File: src/vucrp_pkg.sv
// ----------------------------------------------------------------------------
// vucrp_pkg
// Shared codes, types and helpers of the video unit CPU register port.
// ----------------------------------------------------------------------------
package vucrp_pkg;

   localparam int SPRITE_BYTES    = 256;
   localparam int PALETTE_ENTRIES = 32;
   localparam int SPR_AW          = $clog2(SPRITE_BYTES);
   localparam int PAL_AW          = $clog2(PALETTE_ENTRIES);

   // request codes
   localparam logic [2:0] REQ_READ      = 3'd0;
   localparam logic [2:0] REQ_WRITE     = 3'd1;
   localparam logic [2:0] REQ_VBLANK    = 3'd2;
   localparam logic [2:0] REQ_PRERENDER = 3'd3;
   localparam logic [2:0] REQ_SPR_ZERO  = 3'd4;
   localparam logic [2:0] REQ_OVERFLOW  = 3'd5;

   // register indexes
   localparam logic [2:0] REG_CTRL     = 3'd0;
   localparam logic [2:0] REG_MASK     = 3'd1;
   localparam logic [2:0] REG_STATUS   = 3'd2;
   localparam logic [2:0] REG_OAM_ADDR = 3'd3;
   localparam logic [2:0] REG_OAM_DATA = 3'd4;
   localparam logic [2:0] REG_SCROLL   = 3'd5;
   localparam logic [2:0] REG_ADDR     = 3'd6;
   localparam logic [2:0] REG_DATA     = 3'd7;

   localparam logic [13:0] PAL_BASE_LAST = 14'h3eff;

   typedef struct packed {
      logic              rd_en;
      logic              spr_we;
      logic [SPR_AW-1:0] spr_addr;
      logic              pal_we;
      logic [PAL_AW-1:0] pal_addr;
      logic [7:0]        wdata;
   } store_req_type;

   typedef struct packed {
      logic [7:0] spr_data;
      logic [7:0] pal_data;
   } store_rsp_type;

   // backdrop mirroring: 0x10/0x14/0x18/0x1c alias 0x00/0x04/0x08/0x0c
   function automatic logic [PAL_AW-1:0] pal_index(input logic [13:0] addr);
      logic [PAL_AW-1:0] idx;
      idx = addr[PAL_AW-1:0];
      if (idx[4] && (idx[1:0] == 2'b00)) begin
         idx[4] = 1'b0;
      end
      return idx;
   endfunction

endpackage

File: src/vucrp_store.sv
// ----------------------------------------------------------------------------
// vucrp_store
// Sprite and palette memories, registered read, per-entry valid
// bits so that unwritten entries read as zero after reset.
// ----------------------------------------------------------------------------
module vucrp_store (
   input  logic                    clock,
   input  logic                    reset,
   input  vucrp_pkg::store_req_type req,
   output vucrp_pkg::store_rsp_type rsp
);

   logic [7:0] spr_ram [vucrp_pkg::SPRITE_BYTES];
   logic [7:0] pal_ram [vucrp_pkg::PALETTE_ENTRIES];

   logic [vucrp_pkg::SPRITE_BYTES-1:0]    spr_vld_ff;
   logic [vucrp_pkg::PALETTE_ENTRIES-1:0] pal_vld_ff;
   logic [7:0]                            spr_q_ff;
   logic [7:0]                            pal_q_ff;

   always_ff @(posedge clock) begin
      if (reset) begin
         spr_vld_ff <= '0;
         pal_vld_ff <= '0;
      end else begin
         if (req.spr_we) begin
            spr_vld_ff[req.spr_addr] <= 1'b1;
         end
         if (req.pal_we) begin
            pal_vld_ff[req.pal_addr] <= 1'b1;
         end
      end
   end

   always_ff @(posedge clock) begin
      if (req.spr_we) begin
         spr_ram[req.spr_addr] <= req.wdata;
      end
      if (req.pal_we) begin
         pal_ram[req.pal_addr] <= req.wdata;
      end
      if (req.rd_en) begin
         spr_q_ff <= spr_vld_ff[req.spr_addr] ? spr_ram[req.spr_addr] : 8'h00;
         pal_q_ff <= pal_vld_ff[req.pal_addr] ? pal_ram[req.pal_addr] : 8'h00;
      end
   end

   assign rsp.spr_data = spr_q_ff;
   assign rsp.pal_data = pal_q_ff;

endmodule

File: src/video_unit_cpu_register_port.sv
// Results are registered: an item accepted at a clock edge is shown after that edge.
// Throughput: 1 item per cycle; the output register frees while rsp_ready.
// Sprite and palette reads use the registered read port of vucrp_store.
// Reset: synchronous, clears the port registers and memory valid bits at once;
// no clearing pass, items are taken in the first cycle after reset.
// ----------------------------------------------------------------------------
// video_unit_cpu_register_port
// CPU register port of a tile video unit: scroll/address registers, buffered
// VRAM reads, palette and sprite memory, status flags and NMI level.
// ----------------------------------------------------------------------------
module video_unit_cpu_register_port (
   input  logic        clock,
   input  logic        reset,
   input  logic        req_valid,
   output logic        req_ready,
   input  logic [2:0]  req_type,
   input  logic [2:0]  req_reg_index,
   input  logic [7:0]  req_wdata,
   input  logic        req_rendering_active,
   input  logic [7:0]  req_ext_rdata,
   output logic        rsp_valid,
   input  logic        rsp_ready,
   output logic [7:0]  rsp_rdata,
   output logic        rsp_nmi_level,
   output logic [13:0] rsp_mem_addr,
   output logic        rsp_mem_read,
   output logic        rsp_mem_write,
   output logic [7:0]  rsp_mem_wdata,
   output logic [14:0] rsp_vram_addr,
   output logic [14:0] rsp_temp_addr,
   output logic [2:0]  rsp_fine_scroll_x,
   output logic [7:0]  rsp_ctrl_bits,
   output logic [7:0]  rsp_mask_bits
);

   typedef enum logic [2:0] {
      RD_ZERO,
      RD_DIRECT,
      RD_SPRITE,
      RD_SPRITE_ATTR,
      RD_PALETTE,
      RD_PALETTE_GRAY
   } rd_sel_type;

   logic [14:0] cur_ff, cur_in;
   logic [14:0] tmp_ff, tmp_in;
   logic [2:0]  fine_x_ff, fine_x_in;
   logic        toggle_ff, toggle_in;
   logic [7:0]  rbuf_ff, rbuf_in;
   logic [7:0]  last_ff, last_in;
   logic [7:0]  ctrl_ff, ctrl_in;
   logic [7:0]  mask_ff, mask_in;
   logic [2:0]  status_ff, status_in;
   logic [7:0]  spr_ptr_ff, spr_ptr_in;

   logic        valid_ff;
   rd_sel_type  rd_sel_ff, rd_sel_in;
   logic [7:0]  rd_direct_ff, rd_direct_in;
   logic [13:0] maddr_ff, maddr_in;
   logic        mrd_ff, mrd_in;
   logic        mwr_ff, mwr_in;
   logic [7:0]  mwd_ff, mwd_in;

   logic        accept;
   logic [13:0] vaddr;
   logic        is_pal;
   logic [14:0] vram_step;
   logic        data_open;

   vucrp_pkg::store_req_type st_req;
   vucrp_pkg::store_rsp_type st_rsp;

   assign req_ready = !reset && (!valid_ff || rsp_ready);
   assign accept    = req_valid && req_ready;
   assign vaddr     = cur_ff[13:0];
   assign is_pal    = vaddr > vucrp_pkg::PAL_BASE_LAST;
   assign vram_step = ctrl_ff[2] ? 15'd32 : 15'd1;
   assign data_open = (req_reg_index == vucrp_pkg::REG_DATA) && !req_rendering_active;

   always_comb begin
      cur_in       = cur_ff;
      tmp_in       = tmp_ff;
      fine_x_in    = fine_x_ff;
      toggle_in    = toggle_ff;
      rbuf_in      = rbuf_ff;
      last_in      = last_ff;
      ctrl_in      = ctrl_ff;
      mask_in      = mask_ff;
      status_in    = status_ff;
      spr_ptr_in   = spr_ptr_ff;
      rd_sel_in    = RD_ZERO;
      rd_direct_in = 8'h00;
      maddr_in     = 14'h0000;
      mrd_in       = 1'b0;
      mwr_in       = 1'b0;
      mwd_in       = 8'h00;

      st_req.rd_en    = accept;
      st_req.spr_we   = 1'b0;
      st_req.spr_addr = spr_ptr_ff;
      st_req.pal_we   = 1'b0;
      st_req.pal_addr = vucrp_pkg::pal_index(vaddr);
      st_req.wdata    = req_wdata;

      unique case (req_type)
         vucrp_pkg::REQ_READ: begin
            unique case (req_reg_index)
               vucrp_pkg::REG_STATUS: begin
                  rd_sel_in    = RD_DIRECT;
                  rd_direct_in = {status_ff, last_ff[4:0]};
                  status_in    = {1'b0, status_ff[1:0]};
                  toggle_in    = 1'b0;
               end
               vucrp_pkg::REG_OAM_DATA: begin
                  rd_sel_in = (spr_ptr_ff[1:0] == 2'd2) ? RD_SPRITE_ATTR : RD_SPRITE;
               end
               vucrp_pkg::REG_DATA: begin
                  if (data_open) begin
                     if (is_pal) begin
                        rd_sel_in = mask_ff[0] ? RD_PALETTE_GRAY : RD_PALETTE;
                     end else begin
                        rd_sel_in    = RD_DIRECT;
                        rd_direct_in = rbuf_ff;
                     end
                     rbuf_in  = req_ext_rdata;
                     maddr_in = vaddr;
                     mrd_in   = 1'b1;
                     cur_in   = cur_ff + vram_step;
                  end
               end
               default: begin
               end
            endcase
         end
         vucrp_pkg::REQ_WRITE: begin
            last_in = req_wdata;
            unique case (req_reg_index)
               vucrp_pkg::REG_CTRL: begin
                  ctrl_in = req_wdata;
                  tmp_in  = {tmp_ff[14:12], req_wdata[1:0], tmp_ff[9:0]};
               end
               vucrp_pkg::REG_MASK: begin
                  mask_in = req_wdata;
               end
               vucrp_pkg::REG_OAM_ADDR: begin
                  spr_ptr_in = req_wdata;
               end
               vucrp_pkg::REG_OAM_DATA: begin
                  st_req.spr_we = accept;
                  spr_ptr_in    = spr_ptr_ff + 8'd1;
               end
               vucrp_pkg::REG_SCROLL: begin
                  if (!toggle_ff) begin
                     fine_x_in = req_wdata[2:0];
                     tmp_in    = {tmp_ff[14:5], req_wdata[7:3]};
                  end else begin
                     tmp_in = {req_wdata[2:0], tmp_ff[11:10], req_wdata[7:3], tmp_ff[4:0]};
                  end
                  toggle_in = !toggle_ff;
               end
               vucrp_pkg::REG_ADDR: begin
                  if (!toggle_ff) begin
                     tmp_in = {1'b0, req_wdata[5:0], tmp_ff[7:0]};
                  end else begin
                     tmp_in = {tmp_ff[14:8], req_wdata};
                     cur_in = {tmp_ff[14:8], req_wdata};
                  end
                  toggle_in = !toggle_ff;
               end
               vucrp_pkg::REG_DATA: begin
                  if (data_open) begin
                     maddr_in = vaddr;
                     if (is_pal) begin
                        st_req.pal_we = accept;
                     end else begin
                        mwr_in = 1'b1;
                        mwd_in = req_wdata;
                     end
                     cur_in = cur_ff + vram_step;
                  end
               end
               default: begin
               end
            endcase
         end
         vucrp_pkg::REQ_VBLANK:    status_in = status_ff | 3'b100;
         vucrp_pkg::REQ_PRERENDER: status_in = 3'b000;
         vucrp_pkg::REQ_SPR_ZERO:  status_in = status_ff | 3'b010;
         vucrp_pkg::REQ_OVERFLOW:  status_in = status_ff | 3'b001;
         default: begin
         end
      endcase
   end

   vucrp_store u_store (
      .clock (clock),
      .reset (reset),
      .req   (st_req),
      .rsp   (st_rsp)
   );

   always_ff @(posedge clock) begin
      if (reset) begin
         valid_ff     <= 1'b0;
         cur_ff       <= '0;
         tmp_ff       <= '0;
         fine_x_ff    <= '0;
         toggle_ff    <= 1'b0;
         rbuf_ff      <= '0;
         last_ff      <= '0;
         ctrl_ff      <= '0;
         mask_ff      <= '0;
         status_ff    <= '0;
         spr_ptr_ff   <= '0;
         rd_sel_ff    <= RD_ZERO;
         rd_direct_ff <= '0;
         maddr_ff     <= '0;
         mrd_ff       <= 1'b0;
         mwr_ff       <= 1'b0;
         mwd_ff       <= '0;
      end else begin
         if (accept) begin
            valid_ff <= 1'b1;
         end else if (rsp_ready) begin
            valid_ff <= 1'b0;
         end
         if (accept) begin
            cur_ff       <= cur_in;
            tmp_ff       <= tmp_in;
            fine_x_ff    <= fine_x_in;
            toggle_ff    <= toggle_in;
            rbuf_ff      <= rbuf_in;
            last_ff      <= last_in;
            ctrl_ff      <= ctrl_in;
            mask_ff      <= mask_in;
            status_ff    <= status_in;
            spr_ptr_ff   <= spr_ptr_in;
            rd_sel_ff    <= rd_sel_in;
            rd_direct_ff <= rd_direct_in;
            maddr_ff     <= maddr_in;
            mrd_ff       <= mrd_in;
            mwr_ff       <= mwr_in;
            mwd_ff       <= mwd_in;
         end
      end
   end

   always_comb begin
      unique case (rd_sel_ff)
         RD_DIRECT:       rsp_rdata = rd_direct_ff;
         RD_SPRITE:       rsp_rdata = st_rsp.spr_data;
         RD_SPRITE_ATTR:  rsp_rdata = st_rsp.spr_data & 8'he3;
         RD_PALETTE:      rsp_rdata = st_rsp.pal_data;
         RD_PALETTE_GRAY: rsp_rdata = st_rsp.pal_data & 8'h30;
         default:         rsp_rdata = 8'h00;
      endcase
   end

   assign rsp_valid         = valid_ff;
   assign rsp_nmi_level     = ctrl_ff[7] && status_ff[2];
   assign rsp_mem_addr      = maddr_ff;
   assign rsp_mem_read      = mrd_ff;
   assign rsp_mem_write     = mwr_ff;
   assign rsp_mem_wdata     = mwd_ff;
   assign rsp_vram_addr     = cur_ff;
   assign rsp_temp_addr     = tmp_ff;
   assign rsp_fine_scroll_x = fine_x_ff;
   assign rsp_ctrl_bits     = ctrl_ff;
   assign rsp_mask_bits     = mask_ff;

endmodule

File: config.mk
export PLATFORM = sky130hd
export DESIGN_NAME = video_unit_cpu_register_port
export DESIGN_NICKNAME = d
export VERILOG_FILES = /design/src/vucrp_pkg.sv /design/src/vucrp_store.sv /design/src/video_unit_cpu_register_port.sv
export SDC_FILE = /design/constraint.sdc
export NUM_CORES = 2
export LEC_CHECK = 0
export BUFFER_PORTS_ARGS = -buffer_cell sky130_fd_sc_hd__buf_2
export CAP_MARGIN = 40
export CORE_MARGIN = 2
export CORE_UTILIZATION = 57
export DETAILED_ROUTE_END_ITERATION = 10
export PLACE_DENSITY = 0.76
export SETUP_SLACK_MARGIN = 0.4
export SLEW_MARGIN = 5
export SYNTH_ARGS = -nofsm -noshare
export SYNTH_HDL_FRONTEND = slang
export SYNTH_SLANG_ARGS = --single-unit
File: constraint.sdc
create_clock -name clock -period 3.12 [get_ports clock]
set_clock_uncertainty 0.15 [all_clocks]
set_input_delay 0.468 -clock clock [delete_from_list [all_inputs] [get_ports clock]]
set_output_delay 0.468 -clock clock [all_outputs]
set_load 0.01 [all_outputs]
==> results.yml <==
timing:
  maxSlewHeadroom_pct: 23.3
  hold_viol: 0
  fin_ws_ps: -182
  rsz0062_at_grt: "true"
  finalSetupViolCount: 8
  maxSlewViolCount: 0
  tightest_slew_ps: 1150
  finalCritPeriodShare_pct: 106
  finalWorstPathRequiredPeriod_ps: 3300
  max_freq_mhz: 303
drt:
  first_pass_iters: 8
  wl_per_cell_um: 31.4
  vias: 61800
  via_per_inst: 6.76
  drtIter0Drc: 9429
  drt_wl_total_um: 287000
  ant_nets: 0
  remaining_drc_errors: 0
cells_and_area:
  multi_input_area_um2: 27200
  seqCellArea_um2: 76600
  fill_cells: 10600
  nets: 6603
  final_cells: 9138
  drive_above_1_share_pct: 34.0
  syn_to_final_growth_pct: 20.7
placement:
  gp_congestion: 0.875
  dp_hpwl_um: 163000
  dp_cells: 8501
  numPortBuffers: 110
pwr:
  ir_worst_vdd_mv: 0.528
  swShare_pct: 20.0
  p_int_mw: 57.7
  pwr-share-comb_pct: 1.8
  power_frac_seq_pct: 53.9
  p_sw_mw: 14.4
  clkPwrFrac_pct: 44.3
  finalPower_mw: 72.1
  leakage_nw: 40.1
  power_density_nw_per_um2: 577
clock_network:
  cts_tree: "yes"
  clk_latency_ps: 910
  clockRootBuffer: "clkbuf_16"
  path_clk_slew_ps: 60
  cts_buffers: 279
  htree_num_levels: 5
  cts.sinks: 2682
  clockBufferDepth: 4
yosys:
  synth_cells: 5781
  async_flop_share_pct: 0
  synth_ff_type: "edfxtp_1"
  synth_area_per_cell_um2: 17.9
  synth_area_um2: 104000
  synth_warnings: 0
  syn_nets: 5818
  synth_edf_count: 2288
  ys_ff_latch: 2682
  ys_seq_area_share_pct: 73.9
  synth_cell_types: 63
setup_path:
  worstPathCellList: "buf_16, buf_12, buf_6, buf_12, mux4_2, a22oi_1, a21oi_1, o41ai_2, a41oi_2"
  startpoint_type: "flop"
  critical-path-slowest-cell: "mux4_2"
  critPathMaxFanout: 9
  crit_path_end_kind: "flop"
  crit_required_ps: 3610
  rr_startpoint: "spr_ptr_ff[0]"
  criticalPathCategory: "flop to flop"
  cp_data_arrival_time_ps: 3790
  crit_top_cell: "buf_12"
  cp-startpoint: "spr_ptr_ff[0]"
  crit_path_max_incr_delay_ps: 510
outcome:
  outcome: "finished, violations left"
  violations: "setup timing"
grt:
  grt_start_max_net_pins: 265
  grt-ovfl-total: 0
  grt_pass1_vias: 61100
  grt_pass1_wl_um: 410000
  grtUsageTotal_pct: 30.3
  antenna_found_initial: 4
floorplanning:
  core_um2: 181000
  rows: 156
  fp.dieH_um: 430
  initial_core_util_pct: 57.3
  io-pin-count: 111
  die_w_um: 430
  dieArea_um2: 185000
job:
  drv_cap: 0
worst_hold_path:
  hold_path_startpoint: "reset"
  hp-class: "input port to flop"
placed cells by master, fill, tap and decap left out, types with 68 or more instances in the layout:
master     Yosys  layout
edfxtp_1    2288    2288
mux4_2       612     612
buf_4          8     559
nor2_1       661     532
a21oi_1      468     430
dfxtp_1      394     384
clkbuf_16      0     299
a22oi_1      359     265
buf_12         0     153
nand2_1      146     129
buf_2         91     106
a22oi_2        0      94
nor2_4         0      94
clkbuf_1     260      68
sequential cells by signal, indices dropped and copies added (netlist names), 14 cells and up:
signal and cells:
rsp_temp_addr 15, rsp_mem_addr 14, u_store.pal_ram 224, rsp_vram_addr 15, u_store.pal_vld_ff 28, u_store.spr_ram 2048, u_store.spr_vld_ff 256
stage by stage:
step	hold WS, ps	utilization, %	setup TNS, ps	area, um^2	setup WS, ps
floorplan	281	-	0	104000	162
global placement	284	62.4	-4440	113000	-731
detailed placement	292	62.4	-3220	113000	-572
CTS	7.13	68.4	-244	124000	-62.8
global route	35.7	69.1	-1350	125000	-210
finish	42.2	69.2	-1070	125000	-182
metal layers:
metal	global-route usage, %	part of all wire, %	up-vias
li1	-	-	24800
met1	40.9	35	31500
met2	47.4	47	4540
met3	7.02	12	886
met4	13.9	5.2	2
met5	0	0.0038	-
cells by family (layout without fill, tap and decap cells):
kind of cell / count (synthesis) / in the layout / share of synthesized area, %
flops: 2682 / 2682 / 73.9
compound gates: 1018 / 1018 / 6.28
simple gates: 946 / 946 / 3.76
mux: 681 / 681 / 14.0
buf+inv: 441 / 1424 / 1.85
fa+ha+maj: 10 / 10 / 0.121
xor+xnor: 3 / 3 / 0.0254
other cells: 0 / 4 / 0
power by group through the flow:
| stage | Clock (mW) | Combinational, mW | Sequential [mW] |
|---|---|---|---|
| after floorplan | 0 | 0.347 | 39.6 |
| after global placement | 0 | 1.15 | 39.6 |
| after detailed placement | 0 | 1.20 | 39.6 |
| after CTS | 32.0 | 1.27 | 38.8 |
| after global routing | 33.4 | 1.38 | 38.8 |
| final | 31.9 | 1.32 | 38.8 |
cell usage after synthesis (4+ instances only):
| cell type | count | share of area (%) |
|---|---|---|
| nand2b_1 | 7 | 0.042 |
| a21o_1 | 10 | 0.072 |
| inv_1 | 10 | 0.036 |
| a31oi_1 | 13 | 0.079 |
| o21ai_0 | 31 | 0.15 |
| and3_1 | 10 | 0.060 |
| buf_1 | 54 | 0.20 |
| a41oi_1 | 9 | 0.076 |
| buf_2 | 91 | 0.44 |
| o21a_1 | 19 | 0.14 |
| buf_6 | 16 | 0.17 |
| buf_4 | 8 | 0.058 |
| nand3b_1 | 4 | 0.029 |
| nor3_1 | 24 | 0.12 |
| nor2b_1 | 16 | 0.097 |
| nand2_1 | 146 | 0.53 |
| mux4_2 | 612 | 13 |
| and2_1 | 18 | 0.11 |
| a32o_1 | 7 | 0.068 |
| mux2i_1 | 33 | 0.32 |
| a21oi_1 | 468 | 2.3 |
| nor2_1 | 661 | 2.4 |
| mux2_2 | 36 | 0.39 |
| or3_1 | 8 | 0.048 |
| a211oi_1 | 15 | 0.11 |
| nand3_1 | 23 | 0.11 |
| a22oi_1 | 359 | 2.6 |
| edfxtp_1 | 2288 | 66 |
| dfxtp_1 | 394 | 7.6 |
| or2_2 | 5 | 0.030 |
| a221oi_1 | 18 | 0.15 |
| nor3_2 | 4 | 0.039 |
| o41ai_1 | 37 | 0.31 |
| clkbuf_1 | 260 | 0.94 |
| ha_1 | 10 | 0.12 |
| a22o_1 | 12 | 0.10 |
path summary, 6_finish.rpt:
check	endpoint	slack [ps]	cells past startpoint
setup / recovery	u_store.spr_q_ff[0]	-180	9
hold / removal	rsp_ctrl_bits[1]	40	3
setup reg to reg	u_store.spr_q_ff[0]	-180	9
hold reg to reg	rsp_mem_addr[9]	300	2
cell type report:
type	count	area share (%)
antenna	4	0.00801
multi-input combinational	2658	21.7
clock buffer	376	6.21
tap	2370	2.37
clock inverter	103	0.681
sequential	2682	61.3
timing repair buffer	934	7.67
inverter	11	0.0360
worst max-delay path, delay by kind of cell, from the launching register on:
family / cells / cell delay (ps)
DFF: 1 / 410
AOI/OAI and AO/OA: 4 / 1180
buffers and inverters: 4 / 750
muxes: 1 / 510
repair_timing:
action                                  4_1_cts  5_1_grt
gates resized for setup                     202      168
hold endpoints to repair                    363        1
hold buffers                                 26        1
endpoints found under the setup margin      556     1962
cloned                                       10        9
buffers inserted                             62       47
pin swaps                                    37       64
Power figures use the tool's default switching activity.
